`src/hdl/etsp_pkg.sv`:
```
`timescale 1ns / 1ps
`default_nettype none

package etsp_pkg;

	localparam int DUTY_W     = 14;
	localparam int MS_W       = 16;
	localparam int CMD_W      = 12;
	localparam int CFG_IDX_W  = 3;
	localparam int CFG_DATA_W = 16;

	localparam int SPEED_LIMIT_DEF = 100;
	localparam int STEER_LIMIT_DEF = 200;

	localparam logic ACT_DRIVE = 1'b0;
	localparam logic ACT_TICK  = 1'b1;

	localparam logic [CFG_IDX_W-1:0] REG_SPEED_DUTY_LOW   = 3'd0;
	localparam logic [CFG_IDX_W-1:0] REG_SPEED_DUTY_HIGH  = 3'd1;
	localparam logic [CFG_IDX_W-1:0] REG_STEER_DUTY_LEFT  = 3'd2;
	localparam logic [CFG_IDX_W-1:0] REG_STEER_DUTY_RIGHT = 3'd3;
	localparam logic [CFG_IDX_W-1:0] REG_NEUTRAL_DUTY     = 3'd4;
	localparam logic [CFG_IDX_W-1:0] REG_REVERSE_DUTY     = 3'd5;
	localparam logic [CFG_IDX_W-1:0] REG_ARM_TIMEOUT      = 3'd6;

	localparam logic [DUTY_W-1:0] SPEED_DUTY_LOW_RST   = 14'd700;
	localparam logic [DUTY_W-1:0] SPEED_DUTY_HIGH_RST  = 14'd950;
	localparam logic [DUTY_W-1:0] STEER_DUTY_LEFT_RST  = 14'd1155;
	localparam logic [DUTY_W-1:0] STEER_DUTY_RIGHT_RST = 14'd650;
	localparam logic [DUTY_W-1:0] NEUTRAL_DUTY_RST     = 14'd890;
	localparam logic [DUTY_W-1:0] REVERSE_DUTY_RST     = 14'd850;
	localparam logic [MS_W-1:0]   ARM_TIMEOUT_RST      = 16'd3000;

	typedef struct packed {
		logic ld2;
		logic ld3;
		logic ld4;
	} etsp_stage_en_t;

endpackage

`default_nettype wire

```
`src/hdl/etsp_if.sv`:
```
`timescale 1ns / 1ps
`default_nettype none

interface etsp_item_if;
	import etsp_pkg::*;
	logic                    valid;
	logic                    ready;
	logic                    action;
	logic signed [CMD_W-1:0] speed_cmd;
	logic signed [CMD_W-1:0] steer_cmd;
	logic [MS_W-1:0]         elapsed_ms;

	modport source (output valid, action, speed_cmd, steer_cmd, elapsed_ms, input ready);
	modport sink (input valid, action, speed_cmd, steer_cmd, elapsed_ms, output ready);
endinterface

interface etsp_result_if;
	import etsp_pkg::*;
	logic              valid;
	logic              ready;
	logic [DUTY_W-1:0] speed_duty;
	logic [DUTY_W-1:0] steer_duty;
	logic              armed;
	logic              moving_forward;
	logic              accepted;

	modport source (output valid, speed_duty, steer_duty, armed, moving_forward, accepted,
		input ready);
	modport sink (input valid, speed_duty, steer_duty, armed, moving_forward, accepted,
		output ready);
endinterface

interface etsp_cfg_if;
	import etsp_pkg::*;
	logic                  valid;
	logic                  ready;
	logic [CFG_IDX_W-1:0]  index;
	logic [CFG_DATA_W-1:0] data;

	modport source (output valid, index, data, input ready);
	modport sink (input valid, index, data, output ready);
endinterface

`default_nettype wire

```
`src/hdl/etsp_map_lane.sv`:
```
`timescale 1ns / 1ps
`default_nettype none

module etsp_map_lane #(
	parameter int LIMIT = etsp_pkg::SPEED_LIMIT_DEF,
	localparam int KW = $clog2(2 * LIMIT + 1)
) (
	input  wire                          clk,
	input  wire etsp_pkg::etsp_stage_en_t en,
	input  wire  [KW-1:0]                k,
	input  wire  [etsp_pkg::DUTY_W-1:0]  lo,
	input  wire  [etsp_pkg::DUTY_W-1:0]  hi,
	output logic [etsp_pkg::DUTY_W-1:0]  duty_s4
);
	import etsp_pkg::*;

	localparam int DEN  = 2 * LIMIT;
	localparam int NUMW = KW + DUTY_W;
	localparam int SH   = NUMW;
	localparam int PW   = NUMW + SH;
	localparam longint unsigned RECIP = (64'd1 << SH) / DEN;
	localparam logic [SH-1:0] RECIP_V = SH'(RECIP);
	localparam logic [NUMW-1:0] DEN_V = NUMW'(DEN);

	logic signed [DUTY_W:0] diff;
	logic [DUTY_W-1:0]      adiff;
	logic [PW-1:0]          prod;
	logic [NUMW-1:0]        rem;
	logic                   carry;
	logic                   rnd;
	logic [DUTY_W:0]        qmag;
	logic [DUTY_W:0]        dfull;

	logic [NUMW-1:0]   num_s2, num_s3;
	logic              neg_s2, neg_s3;
	logic [DUTY_W-1:0] lo_s2, lo_s3;
	logic [DUTY_W-1:0] qe_s3;

	// |hi - lo| times offset; sign kept aside for floor of negatives
	always_comb begin
		diff  = $signed({1'b0, hi}) - $signed({1'b0, lo});
		adiff = diff[DUTY_W] ? DUTY_W'(-diff) : diff[DUTY_W-1:0];
	end

	always_ff @(posedge clk) begin
		if (en.ld2) begin
			num_s2 <= NUMW'(k) * NUMW'(adiff);
			neg_s2 <= diff[DUTY_W];
			lo_s2  <= lo;
		end
	end

	// reciprocal estimate, low by at most one
	assign prod = PW'(num_s2) * PW'(RECIP_V);

	always_ff @(posedge clk) begin
		if (en.ld3) begin
			qe_s3  <= prod[SH +: DUTY_W];
			num_s3 <= num_s2;
			neg_s3 <= neg_s2;
			lo_s3  <= lo_s2;
		end
	end

	always_comb begin
		rem   = num_s3 - NUMW'(qe_s3) * DEN_V;
		carry = rem >= DEN_V;
		rnd   = neg_s3 && (rem != '0) && (rem != DEN_V);
		qmag  = {1'b0, qe_s3} + (DUTY_W+1)'(carry) + (DUTY_W+1)'(rnd);
		dfull = neg_s3 ? ({1'b0, lo_s3} - qmag) : ({1'b0, lo_s3} + qmag);
	end

	always_ff @(posedge clk) begin
		if (en.ld4) begin
			duty_s4 <= dfull[DUTY_W-1:0];
		end
	end

endmodule

`default_nettype wire

```
`src/hdl/esc_throttle_steer_pwm_sequencer.sv`:
```
`timescale 1ns / 1ps
`default_nettype none

// channel | dir  | payload
// item    | in   | action, speed_cmd, steer_cmd, elapsed_ms
// result  | out  | speed_duty, steer_duty, armed, moving_forward, accepted
// cfg     | in   | index, data (always ready)
//
// One word accepted per cycle unless a stalled result backs up; results pass s1 to s4, then the output register.
// Stages set by the mapping lanes: product, reciprocal multiply, correction.
// State and result register update together in the last stage, in order.
// Reset clears stage valids and state, and sets config registers to their defaults.
// A stalled result backs up through the stage valids; bubbles still fill.

module esc_throttle_steer_pwm_sequencer #(
	parameter int SPEED_LIMIT = etsp_pkg::SPEED_LIMIT_DEF,
	parameter int STEER_LIMIT = etsp_pkg::STEER_LIMIT_DEF
) (
	input wire            clk,
	input wire            arst_n,
	etsp_item_if.sink     item,
	etsp_result_if.source result,
	etsp_cfg_if.sink      cfg
);
	import etsp_pkg::*;

	localparam int SP_KW = $clog2(2 * SPEED_LIMIT + 1);
	localparam int ST_KW = $clog2(2 * STEER_LIMIT + 1);
	localparam logic signed [CMD_W:0] SP_LIM = (CMD_W+1)'(SPEED_LIMIT);
	localparam logic signed [CMD_W:0] ST_LIM = (CMD_W+1)'(STEER_LIMIT);

	logic [DUTY_W-1:0] speed_duty_low_q, speed_duty_high_q;
	logic [DUTY_W-1:0] steer_duty_left_q, steer_duty_right_q;
	logic [DUTY_W-1:0] neutral_duty_q, reverse_duty_q;
	logic [MS_W-1:0]   arm_timeout_q;

	logic [DUTY_W-1:0] stored_speed_q, stored_steer_q, throttle_q, steer_out_q;
	logic              arm_started_q, forward_q;
	logic [MS_W-1:0]   arm_elapsed_q;

	logic v1_s1, v2_s2, v3_s3, v4_s4, vo_q;
	logic r1, r2, r3, r4, rdy_o, fire;
	etsp_stage_en_t en;

	logic                    act_s1, act_s2, act_s3, act_s4;
	logic signed [CMD_W-1:0] sp_s1, st_s1;
	logic [MS_W-1:0]         el_s1, el_s2, el_s3, el_s4;
	logic                    ok_s2, ok_s3, ok_s4;

	logic signed [CMD_W:0] sp13, st13, spk_full, stk_full;
	logic                  in_range;
	logic [DUTY_W-1:0]     sp_duty_s4, st_duty_s4;

	logic [DUTY_W-1:0] n_stored_speed, n_stored_steer, n_throttle, n_steer_out;
	logic              n_started, n_forward;
	logic [MS_W-1:0]   n_elapsed;
	logic [MS_W:0]     el_sum;

	logic [DUTY_W-1:0] speed_duty_q, steer_duty_q;
	logic              armed_q, moving_forward_q, accepted_q;

	// handshake chain
	assign rdy_o  = !vo_q || result.ready;
	assign r4     = !v4_s4 || rdy_o;
	assign r3     = !v3_s3 || r4;
	assign r2     = !v2_s2 || r3;
	assign r1     = !v1_s1 || r2;
	assign fire   = v4_s4 && rdy_o;
	assign en.ld2 = v1_s1 && r2;
	assign en.ld3 = v2_s2 && r3;
	assign en.ld4 = v3_s3 && r4;

	assign item.ready = r1;
	assign cfg.ready  = 1'b1;

	always_ff @(posedge clk or negedge arst_n) begin
		if (!arst_n) begin
			v1_s1 <= 1'b0;
			v2_s2 <= 1'b0;
			v3_s3 <= 1'b0;
			v4_s4 <= 1'b0;
			vo_q  <= 1'b0;
		end else begin
			if (r1) v1_s1 <= item.valid;
			if (r2) v2_s2 <= v1_s1;
			if (r3) v3_s3 <= v2_s2;
			if (r4) v4_s4 <= v3_s3;
			if (rdy_o) vo_q <= v4_s4;
		end
	end

	always_ff @(posedge clk or negedge arst_n) begin
		if (!arst_n) begin
			speed_duty_low_q   <= SPEED_DUTY_LOW_RST;
			speed_duty_high_q  <= SPEED_DUTY_HIGH_RST;
			steer_duty_left_q  <= STEER_DUTY_LEFT_RST;
			steer_duty_right_q <= STEER_DUTY_RIGHT_RST;
			neutral_duty_q     <= NEUTRAL_DUTY_RST;
			reverse_duty_q     <= REVERSE_DUTY_RST;
			arm_timeout_q      <= ARM_TIMEOUT_RST;
		end else if (cfg.valid) begin
			unique case (cfg.index)
				REG_SPEED_DUTY_LOW:   speed_duty_low_q   <= cfg.data[DUTY_W-1:0];
				REG_SPEED_DUTY_HIGH:  speed_duty_high_q  <= cfg.data[DUTY_W-1:0];
				REG_STEER_DUTY_LEFT:  steer_duty_left_q  <= cfg.data[DUTY_W-1:0];
				REG_STEER_DUTY_RIGHT: steer_duty_right_q <= cfg.data[DUTY_W-1:0];
				REG_NEUTRAL_DUTY:     neutral_duty_q     <= cfg.data[DUTY_W-1:0];
				REG_REVERSE_DUTY:     reverse_duty_q     <= cfg.data[DUTY_W-1:0];
				REG_ARM_TIMEOUT:      arm_timeout_q      <= cfg.data[MS_W-1:0];
				default: ;
			endcase
		end
	end

	always_ff @(posedge clk) begin
		if (r1 && item.valid) begin
			act_s1 <= item.action;
			sp_s1  <= item.speed_cmd;
			st_s1  <= item.steer_cmd;
			el_s1  <= item.elapsed_ms;
		end
	end

	always_comb begin
		sp13     = {sp_s1[CMD_W-1], sp_s1};
		st13     = {st_s1[CMD_W-1], st_s1};
		in_range = (sp13 >= -SP_LIM) && (sp13 <= SP_LIM) &&
		           (st13 >= -ST_LIM) && (st13 <= ST_LIM);
		spk_full = sp13 + SP_LIM;
		stk_full = st13 + ST_LIM;
	end

	always_ff @(posedge clk) begin
		if (en.ld2) begin
			act_s2 <= act_s1;
			el_s2  <= el_s1;
			ok_s2  <= in_range;
		end
		if (en.ld3) begin
			act_s3 <= act_s2;
			el_s3  <= el_s2;
			ok_s3  <= ok_s2;
		end
		if (en.ld4) begin
			act_s4 <= act_s3;
			el_s4  <= el_s3;
			ok_s4  <= ok_s3;
		end
	end

	// lanes take their inputs from the stage-one registers, alongside the range check
	etsp_map_lane #(.LIMIT(SPEED_LIMIT)) u_speed_lane (
		.clk     (clk),
		.en      (en),
		.k       (spk_full[SP_KW-1:0]),
		.lo      (speed_duty_low_q),
		.hi      (speed_duty_high_q),
		.duty_s4 (sp_duty_s4)
	);

	etsp_map_lane #(.LIMIT(STEER_LIMIT)) u_steer_lane (
		.clk     (clk),
		.en      (en),
		.k       (stk_full[ST_KW-1:0]),
		.lo      (steer_duty_left_q),
		.hi      (steer_duty_right_q),
		.duty_s4 (st_duty_s4)
	);

	always_comb begin
		n_stored_speed = stored_speed_q;
		n_stored_steer = stored_steer_q;
		n_throttle     = throttle_q;
		n_steer_out    = steer_out_q;
		n_started      = arm_started_q;
		n_elapsed      = arm_elapsed_q;
		n_forward      = forward_q;
		el_sum         = {1'b0, arm_elapsed_q} + {1'b0, el_s4};
		if (act_s4 == ACT_DRIVE) begin
			if (ok_s4) begin
				n_stored_speed = sp_duty_s4;
				n_stored_steer = st_duty_s4;
			end
		end else begin
			if (!arm_started_q) begin
				n_throttle = neutral_duty_q;
				n_started  = 1'b1;
				n_elapsed  = '0;
			end else begin
				n_elapsed = el_sum[MS_W] ? {MS_W{1'b1}} : el_sum[MS_W-1:0];
				if (n_elapsed >= arm_timeout_q) begin
					priority if (stored_speed_q == neutral_duty_q) begin
						n_throttle = neutral_duty_q;
					end else if (forward_q && stored_speed_q < reverse_duty_q) begin
						n_throttle = neutral_duty_q;
						n_forward  = 1'b0;
					end else if (stored_speed_q > neutral_duty_q) begin
						n_throttle = stored_speed_q;
						n_forward  = 1'b1;
					end else begin
						n_throttle = stored_speed_q;
					end
				end
			end
			n_steer_out = stored_steer_q;
		end
	end

	always_ff @(posedge clk or negedge arst_n) begin
		if (!arst_n) begin
			stored_speed_q <= '0;
			stored_steer_q <= '0;
			throttle_q     <= '0;
			steer_out_q    <= '0;
			arm_started_q  <= 1'b0;
			arm_elapsed_q  <= '0;
			forward_q      <= 1'b0;
		end else if (fire) begin
			stored_speed_q <= n_stored_speed;
			stored_steer_q <= n_stored_steer;
			throttle_q     <= n_throttle;
			steer_out_q    <= n_steer_out;
			arm_started_q  <= n_started;
			arm_elapsed_q  <= n_elapsed;
			forward_q      <= n_forward;
		end
	end

	always_ff @(posedge clk) begin
		if (fire) begin
			speed_duty_q     <= n_throttle;
			steer_duty_q     <= n_steer_out;
			armed_q          <= n_started && (n_elapsed >= arm_timeout_q);
			moving_forward_q <= n_forward;
			accepted_q       <= (act_s4 == ACT_DRIVE) && ok_s4;
		end
	end

	assign result.valid          = vo_q;
	assign result.speed_duty     = speed_duty_q;
	assign result.steer_duty     = steer_duty_q;
	assign result.armed          = armed_q;
	assign result.moving_forward = moving_forward_q;
	assign result.accepted       = accepted_q;

	a_fwd_needs_arm: assert property (@(posedge clk) disable iff (!arst_n)
		forward_q |-> arm_started_q)
		else $error("forward set before arming started");

	a_thr_idle: assert property (@(posedge clk) disable iff (!arst_n)
		!arm_started_q |-> throttle_q == '0)
		else $error("throttle driven before first tick");

	a_stall_holds: assert property (@(posedge clk) disable iff (!arst_n)
		v4_s4 && !rdy_o |=> v4_s4)
		else $error("last stage word lost under stall");

	a_accept_loads: assert property (@(posedge clk) disable iff (!arst_n)
		item.valid && item.ready |=> v1_s1)
		else $error("accepted word not in first stage");

endmodule

`default_nettype wire

```
`src/flat_wrapper.sv`:
```
// flat-port wrapper written by rule: the top's interface ports become plain ports
module esc_throttle_steer_pwm_sequencer_flat import etsp_pkg::*;
#(
	parameter int SPEED_LIMIT = etsp_pkg::SPEED_LIMIT_DEF,
	parameter int STEER_LIMIT = etsp_pkg::STEER_LIMIT_DEF
)
  (clk, arst_n, item_valid, item_action, item_speed_cmd, item_steer_cmd, item_elapsed_ms, item_ready, result_valid, result_speed_duty, result_steer_duty, result_armed, result_moving_forward, result_accepted, result_ready, cfg_valid, cfg_index, cfg_data, cfg_ready);
  etsp_item_if item_i ();
  etsp_result_if result_i ();
  etsp_cfg_if cfg_i ();
  input wire clk;
  input wire arst_n;
  input wire logic [$bits(item_i.valid)-1:0] item_valid;
  input wire logic [$bits(item_i.action)-1:0] item_action;
  input wire logic [$bits(item_i.speed_cmd)-1:0] item_speed_cmd;
  input wire logic [$bits(item_i.steer_cmd)-1:0] item_steer_cmd;
  input wire logic [$bits(item_i.elapsed_ms)-1:0] item_elapsed_ms;
  output wire logic [$bits(item_i.ready)-1:0] item_ready;
  output wire logic [$bits(result_i.valid)-1:0] result_valid;
  output wire logic [$bits(result_i.speed_duty)-1:0] result_speed_duty;
  output wire logic [$bits(result_i.steer_duty)-1:0] result_steer_duty;
  output wire logic [$bits(result_i.armed)-1:0] result_armed;
  output wire logic [$bits(result_i.moving_forward)-1:0] result_moving_forward;
  output wire logic [$bits(result_i.accepted)-1:0] result_accepted;
  input wire logic [$bits(result_i.ready)-1:0] result_ready;
  input wire logic [$bits(cfg_i.valid)-1:0] cfg_valid;
  input wire logic [$bits(cfg_i.index)-1:0] cfg_index;
  input wire logic [$bits(cfg_i.data)-1:0] cfg_data;
  output wire logic [$bits(cfg_i.ready)-1:0] cfg_ready;
  assign item_i.valid = item_valid;
  assign item_i.action = item_action;
  assign item_i.speed_cmd = item_speed_cmd;
  assign item_i.steer_cmd = item_steer_cmd;
  assign item_i.elapsed_ms = item_elapsed_ms;
  assign item_ready = item_i.ready;
  assign result_valid = result_i.valid;
  assign result_speed_duty = result_i.speed_duty;
  assign result_steer_duty = result_i.steer_duty;
  assign result_armed = result_i.armed;
  assign result_moving_forward = result_i.moving_forward;
  assign result_accepted = result_i.accepted;
  assign result_i.ready = result_ready;
  assign cfg_i.valid = cfg_valid;
  assign cfg_i.index = cfg_index;
  assign cfg_i.data = cfg_data;
  assign cfg_ready = cfg_i.ready;
  esc_throttle_steer_pwm_sequencer #(.SPEED_LIMIT(SPEED_LIMIT), .STEER_LIMIT(STEER_LIMIT)) u_core (.clk(clk), .arst_n(arst_n), .item(item_i), .result(result_i), .cfg(cfg_i));
endmodule
```
`config.mk`:
```
export PLATFORM = sky130hd
export DESIGN_NAME = esc_throttle_steer_pwm_sequencer_flat
export DESIGN_NICKNAME = d
export VERILOG_FILES = /design/src/hdl/etsp_pkg.sv /design/src/hdl/etsp_if.sv /design/src/hdl/etsp_map_lane.sv /design/src/hdl/esc_throttle_steer_pwm_sequencer.sv /design/src/flat_wrapper.sv
export SDC_FILE = /design/constraint.sdc
export NUM_CORES = 2
export LEC_CHECK = 0
export BUFFER_PORTS_ARGS = -buffer_cell sky130_fd_sc_hd__buf_2
export CORE_MARGIN = 1
export CORE_UTILIZATION = 35
export DETAILED_ROUTE_END_ITERATION = 16
export GPL_ROUTABILITY_DRIVEN = 1
export GPL_TIMING_DRIVEN = 0
export HOLD_SLACK_MARGIN = 0.03
export PLACE_DENSITY = 0.57
export SYNTH_ARGS = -nofsm -noshare
export SYNTH_HDL_FRONTEND = slang
export SYNTH_SLANG_ARGS = --single-unit
```
`constraint.sdc`:
```
create_clock -name clk -period 9.8 [get_ports clk]
set_input_delay 0.98 -clock clk [delete_from_list [all_inputs] [get_ports clk]]
set_output_delay 0.98 -clock clk [all_outputs]
set_load 0.05 [all_outputs]
```
==> impl_results.md <==
- Number of global-route vias before repair: 32,200
- Core region area: ~130,000 um2
- Async S/R FF share, synth: 0.350
- Data arrival at the endpoint of the critical path: about 9.6 ns
- EDFF count, synth: 332
- Post-synthesis sequential area ratio: 0.308
- Critical Path Stages: 38
- Initial antenna violation count: 3
- Tightest slew margin relative to the limit: 0.144
- Port Buf Inserts: 95
- Die footprint: ~140,000 um2
- Combined global-route utilization of all metal layers: 0.161
- First-pass GRT wire length: between 150,000 and 200,000 um
- Total half-perimeter wirelength after legalization and detailed placement: 86,700 um
- Mean number of vias per cell: 4.92
- Launch instance of the worst register-to-register path: u_core.u_speed_lane.qe_s3[2]$_DFFE_PP_
- Antenna cells: 0
- Endpoints failing hold: 0
- Category of cells accounting for the largest share of critical-path delay: compound AO/OA/AOI/OAI gates
- Clock transition time at the flip-flop clock pins of the worst setup and hold paths: 0.06 ns
- Endpoint of the lowest-slack register-to-register path: u_core.u_speed_lane.duty_s4[12]$_DFFE_PP_
- Final Cycle Share: 0.936
- CP max stage delay: 0.48 ns
- Final WL: around 110,000 um
- Critical path start-end classification: flip-flop to flip-flop
- Number of synthesis warnings: 0
- Number of max-slew violations in the final report: 0
- Root Driver: clkbuf_16
- Transition time of the tightest slew-check pin: 1.27 ns
- Number of distinct library cells after synthesis: 88
- Max cap viols: 0
- Maximum level of the CTS H-tree: 2
- Final count of negative-setup-slack endpoints: 0
- Syn_nets: roughly 5,500
- Die Y-Extent: 369 um
- Hold bufs inserted after CTS: 0
- Maximum operating frequency: 109 MHz
- Flop and latch count out of synthesis: 511
- Effective utilization at floorplan: 0.353
- Final Wtd Congestion: 0.864
- Nets@finish: between 5,000 and 6,000
- Critical path launch point type: flip-flop
- TritonCTS clock tree: yes
- Final Critical Period: 9.17 ns
- Drt initial violations: approximately 1,600
- Crit-path most repeated cell: ha_1
- Length in cells of the worst reg-to-reg path: 38
- Synth-to-layout area growth: 10.4%
- Mean Syn Cell Area: 11.0 um2
- Worst-case clock buffer depth: 3
- Clock sink total: between 500 and 600
- Register-to-register path setup slack: 0.63 ns
- Slowest library cell on the worst path: fa_1
- Die W: 369 um
- Pin count of the biggest net entering global routing: 116
- Clk Latency, worst-skew pair: about 0.66 ns
- Number of instances in the synthesized netlist: 4,286
- Worst endpoint required time: 10.20 ns
- Via count of the routed design: between 30,000 and 40,000
- Run status: completed
- Num rows: 134
- Num CTS Buffers: 60
- Critical Path Fanout Max: 10
- Remaining number of nets flagged by the antenna check after routing: 0
- DR pass1 iterations: 5
- Average wire per standard cell: 17.1 um
- Synthesized cell area: 47,100 um2
- Layout cells sized above 1: 0.0931
- Worst clock skew: 0.0164 ns
- Final cell utilization of the core: 0.389
- Min-delay worst type: input pin to asynchronous set/reset pin
- Buf+Inv Stages, Crit Path: 3
- Boundary Pins: 99
- Post-detailed-route DRC marker count: 0
- Kind of end point of the critical path: flip-flop
- Remaining global-route overflow: 0
- Final-layout fill cell count: 13,100
- Main flop type after synthesis: edfxtp_1
-- sequential cells by signal (all words and copies together) (netlist names), 16 cells and up --
name                        flops
u_core.el_s2                   16
u_core.u_steer_lane.num_s3     23
u_core.arm_timeout_q           16
u_core.u_speed_lane.num_s3     22
u_core.u_steer_lane.num_s2     23
u_core.el_s3                   16
u_core.el_s1                   16
u_core.u_speed_lane.num_s2     22
u_core.arm_elapsed_q           16
u_core.el_s4                   16
-- layer usage --
layer  global-route usage  share of wire
met1                0.217           0.46
met2                0.274           0.48
met3               0.0209          0.036
met4               0.0378          0.021
met5                    0        0.00034
-- Yosys cell counts (all sizes together) (109+ instances only) --
| cell | n | area [um2] |
|---|---|---|
| o21ai | 149 | 753 |
| nor2 | 154 | 578 |
| ha | 690 | 8630 |
| nand2 | 281 | 1050 |
| fa | 443 | 8870 |
| dfrtp | 139 | 3480 |
| inv | 701 | 2630 |
| xnor2 | 136 | 1240 |
| edfxtp | 332 | 9970 |
| xor2 | 109 | 955 |
| a21oi | 146 | 738 |
| mux2 | 118 | 1330 |
-- worst reg2reg max path: cells and delay by family (launching register included) --
| family | cells | cell delay [ns] |
|---|---|---|
| AOI/OAI and AO/OA | 19 | 3.98 |
| xor gates and xnor gates | 2 | 0.32 |
| adders and majority gates | 9 | 3.04 |
| buffers and inverters | 3 | 0.32 |
| DFF | 1 | 0.47 |
| muxes | 1 | 0.13 |
| and+or+nand+nor | 4 | 0.65 |
-- placed cells by master, fill, tap and decap left out, types with 61 or more instances in the layout --
cell type / synthesis / layout
xor2_1: 109 / 109
a21o_1: 90 / 90
ha_1: 690 / 690
inv_1: 699 / 699
a21oi_1: 144 / 144
buf_2: 2 / 97
xnor2_1: 130 / 130
dfrtp_1: 139 / 139
mux2_2: 118 / 118
o21ai_0: 147 / 147
clkbuf_1: 62 / 77
nand2_1: 281 / 281
fa_1: 443 / 443
nor2_1: 154 / 154
and2_1: 83 / 79
clkbuf_16: 0 / 61
edfxtp_1: 332 / 332
-- area by class of cell --
class	instances	area [um2]	area share
Inverter	703	2640	0.0508
Buffer	69	275	0.00530
Tap cell	1768	2210	0.0426
Clock inverter	29	285	0.00549
Clock buffer	82	1670	0.0320
Sequential cell	511	14500	0.279
Timing Repair Buffer	105	693	0.0133
Multi-Input combinational cell	3003	29700	0.572
-- stage by stage --
stage,hold slack (ns),TNS (ns),cells,cell area [um2],worst slack [ns]
floorplan,0.400,0,4286,47100,1.65
global placement,0.401,0,6149,49800,0.638
detailed placement,0.405,0,6156,50000,0.585
CTS,0.260,0,6267,51900,0.537
global route,0.292,-0.0182,6270,52000,-0.0182
finish,0.266,0,6270,52000,0.626
-- cells by family (layout without fill, tap and decap cells) --
family          Yosys count  after routing  synth area share
buf+inv                 772            988            0.0618
mux                     128            128            0.0303
compound gates          680            680            0.0966
xor+xnor                246            246            0.0470
simple gates            815            815            0.0847
flops                   511            511             0.308
other cells               1              1         0.0000796
fa+ha+maj              1133           1133             0.372
-- worst max-delay path by stage --
stage               slack [ns]                                         to                              startpoint
global placement          0.64  u_core.u_speed_lane.duty_s4[12]$_DFFE_PP_  u_core.u_speed_lane.qe_s3[2]$_DFFE_PP_
CTS                       0.54  u_core.u_speed_lane.duty_s4[12]$_DFFE_PP_  u_core.u_speed_lane.qe_s3[2]$_DFFE_PP_
floorplan                 1.65  u_core.u_speed_lane.duty_s4[12]$_DFFE_PP_  u_core.u_speed_lane.qe_s3[2]$_DFFE_PP_
global route             -0.02  u_core.u_speed_lane.duty_s4[12]$_DFFE_PP_  u_core.u_speed_lane.qe_s3[1]$_DFFE_PP_
finish                    0.63  u_core.u_speed_lane.duty_s4[12]$_DFFE_PP_  u_core.u_speed_lane.qe_s3[2]$_DFFE_PP_
detailed placement        0.58  u_core.u_speed_lane.duty_s4[12]$_DFFE_PP_  u_core.u_speed_lane.qe_s3[2]$_DFFE_PP_
-- timing repair --
item,CTS,global route
endpoints found under the setup margin,0,2
setup buffers,0,2
resized for setup,0,1
hold endpoints to repair,0,0
Power is left out: the tool's default activity adds up to more than one toggle a clock period on the data nets, which glitch-free logic cannot reach.
